**config.mk**
```make
export PLATFORM = sky130hd
export DESIGN_NAME = intel_hex_record_decoder
export DESIGN_NICKNAME = d
export VERILOG_FILES = /design/src/hdl/hexrec_pkg.sv /design/src/hdl/hexrec_core.sv /design/src/hdl/hexrec_outq.sv /design/src/hdl/intel_hex_record_decoder.sv
export SDC_FILE = /design/constraint.sdc
export NUM_CORES = 1
export LEC_CHECK = 0
export BUFFER_PORTS_ARGS = -buffer_cell sky130_fd_sc_hd__buf_2
export CORE_MARGIN = 3
export CORE_UTILIZATION = 30
export CTS_BUF_LIST = sky130_fd_sc_hd__clkbuf_2 sky130_fd_sc_hd__clkbuf_4 sky130_fd_sc_hd__clkbuf_8
export CTS_CLUSTER_SIZE = 16
export DETAILED_ROUTE_END_ITERATION = 6
export PLACE_DENSITY = 0.56
export SLEW_MARGIN = 20
export SYNTH_ARGS = -nofsm -noshare
export SYNTH_HDL_FRONTEND = slang
export SYNTH_SLANG_ARGS = --single-unit
```
**constraint.sdc**
```tcl
create_clock -name clk -period 12.2 [get_ports clk]
set_input_delay 0 -clock clk [delete_from_list [all_inputs] [get_ports clk]]
set_output_delay 0 -clock clk [all_outputs]
set_load 0.01 [all_outputs]
```
**src/hdl/hexrec_pkg.sv**
```systemverilog
// ----------------------------------------------------------------------------
// hexrec_pkg
// Types, constants and the character-to-digit map of the HEX record decoder.
// ----------------------------------------------------------------------------
package hexrec_pkg;

  localparam logic [9:0] COUNT_MAX  = 10'd1023;
  localparam logic [8:0] PAIR_MAX   = 9'd511;
  localparam logic [8:0] HDR_PAIRS  = 9'd4;
  localparam logic [8:0] FRAME_BYTES = 9'd5;
  localparam logic [8:0] MAX_CHARS_RST = 9'd511;
  localparam logic [8:0] MIN_CHARS_RST = 9'd11;
  localparam logic [7:0] CHAR_COLON = 8'h3a;
  localparam logic [7:0] DIGIT_BAD  = 8'hff;
  localparam logic [7:0] LETTER_OFS = 8'd10;

  typedef enum logic {
    CFG_MAX_CHARS = 1'b0,
    CFG_MIN_CHARS = 1'b1
  } cfg_index_t;

  typedef enum logic [2:0] {
    ST_OK        = 3'd0,
    ST_TOO_LONG  = 3'd1,
    ST_TOO_SHORT = 3'd2,
    ST_NO_COLON  = 3'd3,
    ST_LEN_ERR   = 3'd4,
    ST_SUM_ERR   = 3'd5,
    ST_TYPE_ERR  = 3'd6
  } status_t;

  typedef enum logic {
    KIND_BYTE   = 1'b0,
    KIND_STATUS = 1'b1
  } kind_t;

  typedef enum logic [7:0] {
    REC_DATA     = 8'd0,
    REC_EOF      = 8'd1,
    REC_EXT_SEG  = 8'd2,
    REC_EXT_LIN  = 8'd4
  } rec_type_t;

  typedef struct packed {
    kind_t       kind;
    logic [7:0]  byte_value;
    logic [7:0]  byte_index;
    logic [7:0]  record_length;
    logic [15:0] load_address;
    logic [7:0]  record_type;
    status_t     status;
  } result_t;

  function automatic logic [7:0] digit_of(input logic [7:0] c);
    logic [7:0] d;
    if (c >= "0" && c <= "9") begin
      d = c - 8'("0");
    end else if (c >= "a" && c <= "z") begin
      d = c - 8'("a") + LETTER_OFS;
    end else if (c >= "A" && c <= "Z") begin
      d = c - 8'("A") + LETTER_OFS;
    end else begin
      d = DIGIT_BAD;
    end
    return d;
  endfunction

endpackage

```
**src/hdl/hexrec_core.sv**
```systemverilog
// ----------------------------------------------------------------------------
// hexrec_core
// Line state, byte assembly, header capture and end-of-record status.
// ----------------------------------------------------------------------------
module hexrec_core import hexrec_pkg::*; (
  input  logic       clk,
  input  logic       rst_n,
  input  logic       cfg_wr_en,
  input  logic       cfg_index,
  input  logic [8:0] cfg_data,
  input  logic       beat_fire,
  input  logic [7:0] char_code,
  input  logic       end_of_line,
  output logic       res_valid,
  output result_t    res
);

  logic [8:0]  max_chars_r, min_chars_r;
  logic [9:0]  char_count_r, char_count_nxt;
  logic [7:0]  high_digit_r, high_digit_nxt;
  logic [7:0]  running_sum_r, running_sum_nxt;
  logic [8:0]  pair_count_r, pair_count_nxt;
  logic [7:0]  hdr_len_r, hdr_len_nxt;
  logic [15:0] hdr_addr_r, hdr_addr_nxt;
  logic [7:0]  hdr_type_r, hdr_type_nxt;
  logic        colon_seen_r, colon_seen_nxt;

  logic       have_byte;
  logic [7:0] byte_val, byte_idx, cur_byte;
  status_t    status;

  always_ff @(posedge clk) begin
    if (!rst_n) begin
      max_chars_r <= MAX_CHARS_RST;
      min_chars_r <= MIN_CHARS_RST;
    end else if (cfg_wr_en) begin
      unique case (cfg_index_t'(cfg_index))
        CFG_MAX_CHARS: max_chars_r <= cfg_data;
        CFG_MIN_CHARS: min_chars_r <= cfg_data;
        default: ;
      endcase
    end
  end

  always_comb begin
    char_count_nxt  = char_count_r;
    high_digit_nxt  = high_digit_r;
    running_sum_nxt = running_sum_r;
    pair_count_nxt  = pair_count_r;
    hdr_len_nxt     = hdr_len_r;
    hdr_addr_nxt    = hdr_addr_r;
    hdr_type_nxt    = hdr_type_r;
    colon_seen_nxt  = colon_seen_r;
    have_byte       = 1'b0;
    byte_val        = '0;
    byte_idx        = '0;
    cur_byte        = {high_digit_r[3:0], 4'h0} | digit_of(char_code);

    // characters past saturation are dropped
    if (char_count_r != COUNT_MAX) begin
      char_count_nxt = char_count_r + 10'd1;
      if (char_count_r == '0) begin
        colon_seen_nxt = (char_code == CHAR_COLON);
      end else if (char_count_r[0]) begin
        high_digit_nxt = digit_of(char_code);
      end else begin
        running_sum_nxt = running_sum_r + cur_byte;
        case (pair_count_r)
          9'd0: hdr_len_nxt = cur_byte;
          9'd1: hdr_addr_nxt = {cur_byte, hdr_addr_r[7:0]};
          9'd2: hdr_addr_nxt = {hdr_addr_r[15:8], cur_byte};
          9'd3: hdr_type_nxt = cur_byte;
          default: begin
            have_byte = 1'b1;
            byte_val  = cur_byte;
            byte_idx  = 8'(pair_count_r - HDR_PAIRS);
          end
        endcase
        if (pair_count_r != PAIR_MAX) begin
          pair_count_nxt = pair_count_r + 9'd1;
        end
      end
    end

    if (char_count_nxt > {1'b0, max_chars_r}) begin
      status = ST_TOO_LONG;
    end else if (char_count_nxt < {1'b0, min_chars_r}) begin
      status = ST_TOO_SHORT;
    end else if (!colon_seen_nxt) begin
      status = ST_NO_COLON;
    end else if (!char_count_nxt[0]) begin
      // even total means an odd count after the colon
      status = ST_LEN_ERR;
    end else if (pair_count_nxt < FRAME_BYTES ||
                 {1'b0, hdr_len_nxt} != pair_count_nxt - FRAME_BYTES) begin
      status = ST_LEN_ERR;
    end else if (running_sum_nxt != '0) begin
      status = ST_SUM_ERR;
    end else if (hdr_type_nxt != REC_DATA && hdr_type_nxt != REC_EOF &&
                 hdr_type_nxt != REC_EXT_SEG && hdr_type_nxt != REC_EXT_LIN) begin
      status = ST_TYPE_ERR;
    end else begin
      status = ST_OK;
    end

    res_valid = beat_fire && (end_of_line || have_byte);
    res.byte_value = byte_val;
    res.byte_index = byte_idx;
    if (end_of_line) begin
      res.kind          = KIND_STATUS;
      res.record_length = hdr_len_nxt;
      res.load_address  = hdr_addr_nxt;
      res.record_type   = hdr_type_nxt;
      res.status        = status;
    end else begin
      res.kind          = KIND_BYTE;
      res.record_length = '0;
      res.load_address  = '0;
      res.record_type   = '0;
      res.status        = ST_OK;
    end
  end

  always_ff @(posedge clk) begin
    if (!rst_n || (beat_fire && end_of_line)) begin
      char_count_r  <= '0;
      high_digit_r  <= '0;
      running_sum_r <= '0;
      pair_count_r  <= '0;
      hdr_len_r     <= '0;
      hdr_addr_r    <= '0;
      hdr_type_r    <= '0;
      colon_seen_r  <= 1'b0;
    end else if (beat_fire) begin
      char_count_r  <= char_count_nxt;
      high_digit_r  <= high_digit_nxt;
      running_sum_r <= running_sum_nxt;
      pair_count_r  <= pair_count_nxt;
      hdr_len_r     <= hdr_len_nxt;
      hdr_addr_r    <= hdr_addr_nxt;
      hdr_type_r    <= hdr_type_nxt;
      colon_seen_r  <= colon_seen_nxt;
    end
  end

endmodule

```
**src/hdl/hexrec_outq.sv**
```systemverilog
// ----------------------------------------------------------------------------
// hexrec_outq
// Two-entry result register with skid slot toward the output channel.
// ----------------------------------------------------------------------------
module hexrec_outq import hexrec_pkg::*; (
  input  logic    clk,
  input  logic    rst_n,
  input  logic    push,
  input  result_t push_data,
  output logic    full,
  output logic    out_valid,
  input  logic    out_stall,
  output result_t out_data
);

  logic [1:0] count_r, count_nxt;
  result_t    head_r, tail_r;
  logic       pop;

  assign pop       = (count_r != 2'd0) && !out_stall;
  assign full      = (count_r == 2'd2);
  assign out_valid = (count_r != 2'd0);
  assign out_data  = head_r;

  always_comb begin
    count_nxt = count_r;
    if (push && !pop) begin
      count_nxt = count_r + 2'd1;
    end else if (pop && !push) begin
      count_nxt = count_r - 2'd1;
    end
  end

  always_ff @(posedge clk) begin
    if (!rst_n) begin
      count_r <= '0;
    end else begin
      count_r <= count_nxt;
    end
  end

  always_ff @(posedge clk) begin
    if (pop) begin
      head_r <= (count_r == 2'd2) ? tail_r : push_data;
    end else if (push && count_r == 2'd0) begin
      head_r <= push_data;
    end
    // second slot fills when head stays occupied
    if (push && ((count_r == 2'd1 && !pop) || count_r == 2'd2)) begin
      tail_r <= push_data;
    end
  end

endmodule

```
**src/hdl/intel_hex_record_decoder.sv**
```systemverilog
// ----------------------------------------------------------------------------
// intel_hex_record_decoder
// Decodes HEX record lines one character per beat into data bytes and a
// per-line status result.
//
//   channel  direction  handshake            payload
//   in_      input      in_valid / in_stall  char_code, end_of_line
//   out_     output     out_valid / out_stall result fields, one per result
//   cfg_     input      cfg_wr_en            cfg_index, cfg_data
//
// One character per cycle while in_stall is low; each input beat passes the
// input register, then decode into the result register.
// Synchronous active-low reset clears line state and restores the limits.
// A two-entry result register absorbs one stalled result, so input keeps
// flowing; in_stall rises only when both result slots are held.
// ----------------------------------------------------------------------------
module intel_hex_record_decoder import hexrec_pkg::*; (
  input  logic        clk,
  input  logic        rst_n,
  input  logic        in_valid,
  output logic        in_stall,
  input  logic [7:0]  in_char_code,
  input  logic        in_end_of_line,
  output logic        out_valid,
  input  logic        out_stall,
  output logic        out_result_kind,
  output logic [7:0]  out_byte_value,
  output logic [7:0]  out_byte_index,
  output logic [7:0]  out_record_length,
  output logic [15:0] out_load_address,
  output logic [7:0]  out_record_type,
  output logic [2:0]  out_status,
  input  logic        cfg_wr_en,
  input  logic        cfg_index,
  input  logic [8:0]  cfg_data
);

  logic       s1_valid_r;
  logic [7:0] s1_char_r;
  logic       s1_eol_r;
  logic       q_full, s1_adv, res_valid;
  result_t    res, head;

  assign s1_adv   = s1_valid_r && !q_full;
  assign in_stall = s1_valid_r && q_full;

  always_ff @(posedge clk) begin
    if (!rst_n) begin
      s1_valid_r <= 1'b0;
    end else if (!in_stall) begin
      s1_valid_r <= in_valid;
    end
  end

  always_ff @(posedge clk) begin
    if (in_valid && !in_stall) begin
      s1_char_r <= in_char_code;
      s1_eol_r  <= in_end_of_line;
    end
  end

  hexrec_core u_core (
    .clk        (clk),
    .rst_n      (rst_n),
    .cfg_wr_en  (cfg_wr_en),
    .cfg_index  (cfg_index),
    .cfg_data   (cfg_data),
    .beat_fire  (s1_adv),
    .char_code  (s1_char_r),
    .end_of_line(s1_eol_r),
    .res_valid  (res_valid),
    .res        (res)
  );

  hexrec_outq u_outq (
    .clk      (clk),
    .rst_n    (rst_n),
    .push     (res_valid),
    .push_data(res),
    .full     (q_full),
    .out_valid(out_valid),
    .out_stall(out_stall),
    .out_data (head)
  );

  assign out_result_kind   = head.kind;
  assign out_byte_value    = head.byte_value;
  assign out_byte_index    = head.byte_index;
  assign out_record_length = head.record_length;
  assign out_load_address  = head.load_address;
  assign out_record_type   = head.record_type;
  assign out_status        = head.status;

endmodule
```
======== Yosys cells after proc, flatten, opt, wreduce, memory -nomap -nowiden ========
Index checks and enable logic that the tools add are counted.
storage, ports and cells
  flip-flop bits (word level) ............. 198
  output and inout port bits .............. 54
cells by class
  $add $sub $neg .......................... 12
  magnitude comparators ................... 9
  equality and inequality tests ........... 12
  muxes and demuxes ....................... 51
  bitwise gates (word level) .............. 3
  reductions and logical operators ........ 39
operators with widths
  cell                                                                number
  2-to-1 mux 8 bit                                                    22
  2-to-1 mux 52 bit                                                   3
  2-to-1 mux 16 bit                                                   3
  2-to-1 mux 9 bit                                                    4
  2-to-1 mux 35 bit                                                   1
  one-hot mux 16 bit (2 select lines)                                 1
  2-to-1 mux 3 bit                                                    7
  == test 9 x 2 -> 1 bit (second input constant)                      2
  logical AND 1 bit                                                   17
  adder 8 x 4 -> 8 bit (second input constant)                        2
  greater-or-equal comparator 8 x 7 -> 1 bit (second input constant)  2
  less-or-equal comparator 8 x 7 -> 1 bit (second input constant)     2
  nonzero test 8 bit                                                  2
  subtractor 8 x 7 -> 8 bit (second input constant)                   2
  adder 10 x 1 -> 10 bit (second input constant)                      1
  > comparator 10 x 9 -> 1 bit                                        1
  zero test 10 bit                                                    1
  less-than comparator 10 x 9 -> 1 bit                                1
  2-to-1 mux 10 bit                                                   1
  inequality test 10 bit (second input constant)                      1
  adder 9 x 1 -> 9 bit (second input constant)                        1
  == test 9 x 1 -> 1 bit (second input constant)                      1
  zero test 9 bit                                                     1
  less-than comparator 9 x 3 -> 1 bit (second input constant)         1
  other kinds (27)                                                    46

======== Logic depth before layout (Yosys ltp) ========
  depth after elaboration ................. 24
  depth in mapped cells ................... 20
  gate-level depth less buffers ........... 20

======== By module ========
A second synthesis with hierarchy kept.
second synthesis, totals
  cell total of the unflattened synthesis .. 1011
  area, all modules ....................... 10476.3 um^2
modules (own cells, without submodules)
  module                    times used  cells an instance  area each (um^2)
  hexrec_core               1           815                6198.4
  hexrec_outq               1           182                3957.5
  intel_hex_record_decoder  1           14                 320.3

======== Worst setup path before layout ========
No wires, ideal clock.
  path type ............................... flip-flop to flip-flop
  start ................................... register s1_char_r[1]
  end ..................................... register u_outq.head_r, in the netlist u_outq.out_data[2], data pin
  library setup time ...................... 256 ps
  data arrival time ....................... 4582 ps
  data required time ...................... 11944 ps
  setup slack ............................. 7362 ps
  cell stages (with the launch flop) ...... 19
  buffers on the path ..................... 1
  cell sequence ........................... edfxtp_1 > inv_1 > ha_1 > or4b_4 > a21boi_1 > o311ai_2 > a31oi_1 > o22a_1 > clkbuf_1 > ha_1 > a21o_1 > a21oi_1 > o21ai_1 > o32a_1 > a211oi_1 > o22ai_1 > nand4b_1 > or3_1 > a22o_1
between the ends
  cells in the longest elaborated chain, start to end .. 24
  elaborated cells between the ends (all ways) .. 54
ends and longest elaborated chain
  what                                                              RTL line                              RTL
  from (decl)                                                       intel_hex_record_decoder.sv:39        logic [7:0] s1_char_r;
  from (signal assigned)                                            intel_hex_record_decoder.sv:57        s1_char_r <= in_char_code;
  subtractor 8 x 7 -> 8 bit, or another cell as far along           hexrec_pkg.sv:61                      d = c - 8'("A") + LETTER_OFS;
  adder 8 x 4 -> 8 bit / logical AND 1 bit (equally long branches)  hexrec_pkg.sv:61, hexrec_pkg.sv:60
  2-to-1 mux 8 bit (2 in a row)                                     n/a
  2-to-1 mux 8 bit (*)                                              n/a
  OR 8 bit (*)                                                      hexrec_core.sv:57                     cur_byte = {high_digit_r[3:0], 4'h0} | digit_of(char_code);
  named net u_core.cur_byte[2]                                      hexrec_core.sv:29                     logic [7:0] byte_val, byte_idx, cur_byte;
  branches (longest 10 deep; another with adder 8 bit)              n/a
  2-to-1 mux 3 bit (*)                                              hexrec_core.sv:94                     end else if (pair_count_nxt < FRAME_BYTES ||
  2-to-1 mux 3 bit (*)                                              hexrec_core.sv:91                     end else if (!char_count_nxt[0]) begin
  2-to-1 mux 3 bit (*)                                              hexrec_core.sv:89                     end else if (!colon_seen_nxt) begin
  2-to-1 mux 3 bit (*)                                              hexrec_core.sv:87                     end else if (char_count_nxt < {1'b0, min_chars_r}) begin
  2-to-1 mux 3 bit (*)                                              hexrec_core.sv:85                     if (char_count_nxt > {1'b0, max_chars_r}) begin
  2-to-1 mux 35 bit (*)                                             hexrec_core.sv:109                    if (end_of_line) begin
  2-to-1 mux 52 bit (on tied branches)                              hexrec_outq.sv:45, hexrec_outq.sv:44
  2-to-1 mux 52 bit (*)                                             hexrec_outq.sv:43                     if (pop) begin
  to (signal assigned)                                              hexrec_outq.sv:44                     head_r <= (count_r == 2'd2) ? tail_r : push_data;
  to (signal assigned)                                              hexrec_outq.sv:46                     head_r <= push_data;
  to (decl)                                                         hexrec_outq.sv:17                     result_t head_r, tail_r;
Mark *: on every way through the listed nets, which the timed path passes. The select of a mux whose other input is x is not followed.
A chain may end at the register's enable or synchronous reset.

======== Final worst setup path ========
  start ................................... register s1_char_r[1]
  end ..................................... register u_outq.head_r, in the netlist u_outq.out_data[2], data pin
between the ends
  cells in the longest elaborated chain, start to end .. 24
  elaborated cells between the ends (all ways) .. 54
ends and longest elaborated chain
  what                                                                RTL line
  branches (longest 18 deep; another with subtractor 8 x 7 -> 8 bit)  n/a
  2-to-1 mux 3 bit (*)                                                hexrec_core.sv:89
  2-to-1 mux 3 bit (*)                                                hexrec_core.sv:87
  2-to-1 mux 3 bit (*)                                                hexrec_core.sv:85
  2-to-1 mux 35 bit (*)                                               hexrec_core.sv:109
  2-to-1 mux 52 bit (on tied branches)                                hexrec_outq.sv:45, hexrec_outq.sv:44
  2-to-1 mux 52 bit (*)                                               hexrec_outq.sv:43
Every way passes the cells marked *. The select of a mux whose other input is x is not followed.

==> results.md <==
- The worst register-to-register path ends at u_outq.out_data[2]$_DFFE_PP_.
- Setup violations remaining at the end of the flow were counted as 0.
- The cell depth of the worst flop-to-flop path is 17.
- The number of max-slew violations in the final report is 0.
- The CTS tree is done.
- Leaving out fill and tap cells, the most frequent cells in the layout are sky130_fd_sc_hd__nand2_1, sky130_fd_sc_hd__nor2_1, sky130_fd_sc_hd__edfxtp_1.
- The count of nets left with antenna violations once routing finished came out at 0.
- The depth of the worst hold-timing path is 6.
- The clock drives a little under 200 sinks.
- In this run the critical register-to-register path is launched from s1_char_r[1]$_DFFE_PP_.
- The first global-routing pass estimated 44000 um of wire.
- The sequential-to-total area share from yosys stat is roughly half.
- Of the available clock period, the critical path in the final layout requires 44.6%.
- The worst setup path is launched from a flip-flop.
- The clock-pin slew reported for the worst setup and hold paths after clock tree synthesis is around 0.1 ns.
- Relative to the synthesized area, the layout overhead comes to 13.2%.
- The total power per unit cell area is 142 nW/um2.
- Once the clock tree was built, the setup fixing pass inserted 0 buffers.
- The critical path start-end classification is flip-flop to flip-flop.
- The region available for standard cell placement spans 34600 um2.
- Max-cap violations in this run came to 0.
- The number of top-level pins is around 80.
- The number of hold violations in the final report is 0.
- The number of nets handed over by synthesis was roughly 1.2k.
- At the worst endpoint, the arrival time is around 5.7 ns.
- The end-of-flow core utilization is 34.5%.
- The number of different library cells used by synthesis comes to 77.
- Fill cells in the final layout number around 3.5k.
- The post-route minimum period is 5.44 ns.
- Of the cells placed in the final design, the portion with a size suffix greater than 1 is about an eighth.
- The final layout net count is 1240.
- For this block, the initial DRC count from the detailed router was 562.
- In this run the number of H-tree levels came out at 4.
- The die is 194 um wide.
- Setup repair after global routing left no endpoint under its margin.
- Dividing the detail-routed wire length by the instance count gives 16.5 um.
- For hold timing, the worst endpoint is u_outq.count_r[0]$_SDFFE_PN0P_.
- The TritonCTS buffer count is 17.
- Global routing consumed, over all layers together, around 15% of the routing resources.
- The initial antenna violation count is 1.
- Along the worst path, the maximum fanout reaches 16.
- The clock insertion delay at the later pin of the skew report is about 0.50 ns.
- The data required time of the critical path is 12.46 ns.
- Each instance of the synthesized netlist takes up on average 9.60 um2.
- For this run, the number of Yosys warnings is 0.
- The gate count of the mapped netlist is around 1.1k.
- The y dimension of the die is ~190 um.
- The root buffer cell chosen for the clock tree is sky130_fd_sc_hd__clkbuf_8.
- Leaving out fill and tap cells, the most frequent cell in the layout is sky130_fd_sc_hd__nand2_1.
- Based on the critical path, the design can be clocked at up to 184 MHz.
- VDD sags by at most 0.0839 mV.
- The analysis attributes to cell leakage a power of 4.53 nW.
- Entering global routing, the biggest net connects 59 pins.
- The final route contains 8219 vias.
- In this run the most critical hold path is launched from out_stall.
- The mapped netlist covers ~11000 um2.
- In this run, synthesis inferred 113 flip-flops with an integrated enable.
- The total half-perimeter wirelength after legalization and detailed placement is 19500 um.
- For this configuration, the core starts out at a cell density of roughly 31%.
- In the synthesized netlist the async set-or-reset flop fraction comes to 0%.
- Gates resized during post-CTS repair numbered 0.
- The worst setup path is captured at a flip-flop.
- In this run the tool buffered the top-level ports with 77 buffer cells.
- The path type of the worst min-delay path is input port to flip-flop.
- Setup total negative slack on the finished layout was measured at 0 ns.
- Using the TritonRoute via totals, the vias-per-cell ratio works out to just over 5.
- Of all cell types, the one taking the most synthesized area is sky130_fd_sc_hd__edfxtp_1.
- The flow ran to the end, and the final reports show no timing, DRC or antenna violations.
- For this run, the leading register cell type out of synthesis is sky130_fd_sc_hd__edfxtp_1.
- 0 antenna diodes ended up in the layout.
- The final layout contains routed wiring with a total length of approximately 27000 um.
- The minimum setup slack among reg-to-reg paths is 6.76 ns.
- On the final layout, the worst clock skew is 0.0179 ns.
- Headroom to the max-slew limit came out at 33.9%.
- The maximum clock insertion buffer count is 2.
- At the end of routability-driven placement, the weighted congestion stood at 0.874.
- Synthesis inferred ~200 register bits.
- The sum of overflow across all layers after global routing is 0.
- The floorplan has 68 rows.
- After detailed routing, the number of remaining DRC violations is 0.
- The transition time of the tightest slew-check pin is 0.983 ns.
- The fraction of post-synthesis cell area in the top cell type by area is 32.1%.
- Yosys attributes the largest share of cell area to sky130_fd_sc_hd__edfxtp_1, sky130_fd_sc_hd__dfxtp_1, sky130_fd_sc_hd__ha_1.
- The pre-antenna-repair detailed-routing pass consisted of 5 iterations.
- The area of the die is approximately 38000 um2.
- The number of global-route vias before repair came to 7958.
-- where the power goes --
part           total, W  leakage [nW]  switching, W  internal (W)
Clock          0.000393         0.183      0.000242      0.000151
Sequential     0.000844          1.78     0.0000335      0.000810
Combinational  0.000457          2.56      0.000295      0.000162
-- worst max-delay path, stage by stage (launching register included) --
cell	delay, ns
sky130_fd_sc_hd__edfxtp_1	0.52
sky130_fd_sc_hd__inv_1	0.11
sky130_fd_sc_hd__ha_1	0.21
sky130_fd_sc_hd__or4b_4	0.55
sky130_fd_sc_hd__a21boi_1	0.31
sky130_fd_sc_hd__o311ai_2	0.21
sky130_fd_sc_hd__a31oi_1	0.23
sky130_fd_sc_hd__o22a_1	0.55
sky130_fd_sc_hd__ha_1	0.37
sky130_fd_sc_hd__a21o_1	0.20
sky130_fd_sc_hd__a21oi_1	0.32
sky130_fd_sc_hd__o21ai_1	0.16
sky130_fd_sc_hd__o32a_1	0.30
sky130_fd_sc_hd__a211oi_1	0.31
sky130_fd_sc_hd__o22ai_1	0.15
sky130_fd_sc_hd__nand4b_1	0.19
sky130_fd_sc_hd__or3_1	0.34
sky130_fd_sc_hd__a22o_1	0.20
-- flip-flops by register name (all words and copies together), names as in the netlist, 2 cells and up --
register and flops:
u_core.running_sum_r 8, u_outq.tail_r 52, u_core.char_count_r 10, u_core.max_chars_r 9, s1_char_r 8, u_core.hdr_type_r 8
u_outq.out_data 52, u_core.pair_count_r 9, u_core.hdr_len_r 8, u_outq.count_r 2, u_core.hdr_addr_r 16, u_core.high_digit_r 4
u_core.min_chars_r 9
-- cell type report --
cell class / count / area [um2] / share of cell area, %
Sequential cell: 198 / 5090 / 42.6
Multi-Input combinational cell: 791 / 5060 / 42.3
Inverter: 46 / 173 / 1.44
Timing Repair Buffer: 113 / 718 / 6.01
Clock inverter: 11 / 77.6 / 0.649
Clock buffer: 21 / 264 / 2.21
Tap cell: 455 / 569 / 4.76
-- stage by stage --
stage	total power [W]	hold WS, ns	area (um2)	instances	setup WS [ns]
global placement	0.00131	0.178	11400	1578	6.98
detailed placement	0.00132	0.181	11400	1578	6.79
CTS	0.00172	0.174	12000	1635	6.76
finish	0.00169	0.205	12000	1635	6.76
global route	0.00180	0.189	12000	1635	6.35
floorplan	0.00115	0.0989	10600	1101	7.36
-- timing repair --
item	4_1_cts	5_1_grt
hold buffers	25	0
endpoints found under the setup margin	0	0
hold endpoints to repair	30	0
-- routing by layer --
layer  track usage [%]  part of all wire, %  up-vias
met2              23.0                   45      198
met1              20.0                   48     3884
met5                 0                0.070        -
li1                  -                    -     4095
met4              5.44                  2.7        2
met3              2.48                  4.3       40
-- logic make-up after synthesis --
kind of cell / Yosys count / synth area share, %
AND/OR/NAND/NOR: 404 / 17.9
AO/OA/AOI/OAI: 259 / 16.7
buffers and inverters: 112 / 4.05
flip-flops: 198 / 48.2
multiplexers: 40 / 4.03
adder cells (fa/ha/maj): 50 / 5.97
XOR/XNOR: 38 / 3.15
-- how the worst max path moves through the flow --
stage,startpoint,to,cells past startpoint
after CTS,s1_char_r[1]$_DFFE_PP_,u_outq.out_data[2]$_DFFE_PP_,17
after detailed placement,s1_char_r[1]$_DFFE_PP_,u_outq.out_data[2]$_DFFE_PP_,17
after global routing,s1_char_r[1]$_DFFE_PP_,u_outq.out_data[2]$_DFFE_PP_,17
after floorplan,s1_char_r[1]$_DFFE_PP_,u_outq.out_data[2]$_DFFE_PP_,18
final,s1_char_r[1]$_DFFE_PP_,u_outq.out_data[2]$_DFFE_PP_,17
after global placement,s1_char_r[1]$_DFFE_PP_,u_outq.out_data[2]$_DFFE_PP_,17
-- cell usage after synthesis, types with 22 or more instances --
cell                       instances
sky130_fd_sc_hd__and2_1           22
sky130_fd_sc_hd__o21ai_0          33
sky130_fd_sc_hd__dfxtp_1          85
sky130_fd_sc_hd__ha_1             48
sky130_fd_sc_hd__a21oi_1          59
sky130_fd_sc_hd__inv_1            45
sky130_fd_sc_hd__o31ai_1          34
sky130_fd_sc_hd__edfxtp_1        113
sky130_fd_sc_hd__clkbuf_1         59
sky130_fd_sc_hd__a22oi_1          28
sky130_fd_sc_hd__nand2_1         135
sky130_fd_sc_hd__xnor2_1          25
sky130_fd_sc_hd__nor2_1          123
sky130_fd_sc_hd__nor3_1           24
(Power assumes the default switching activity.)
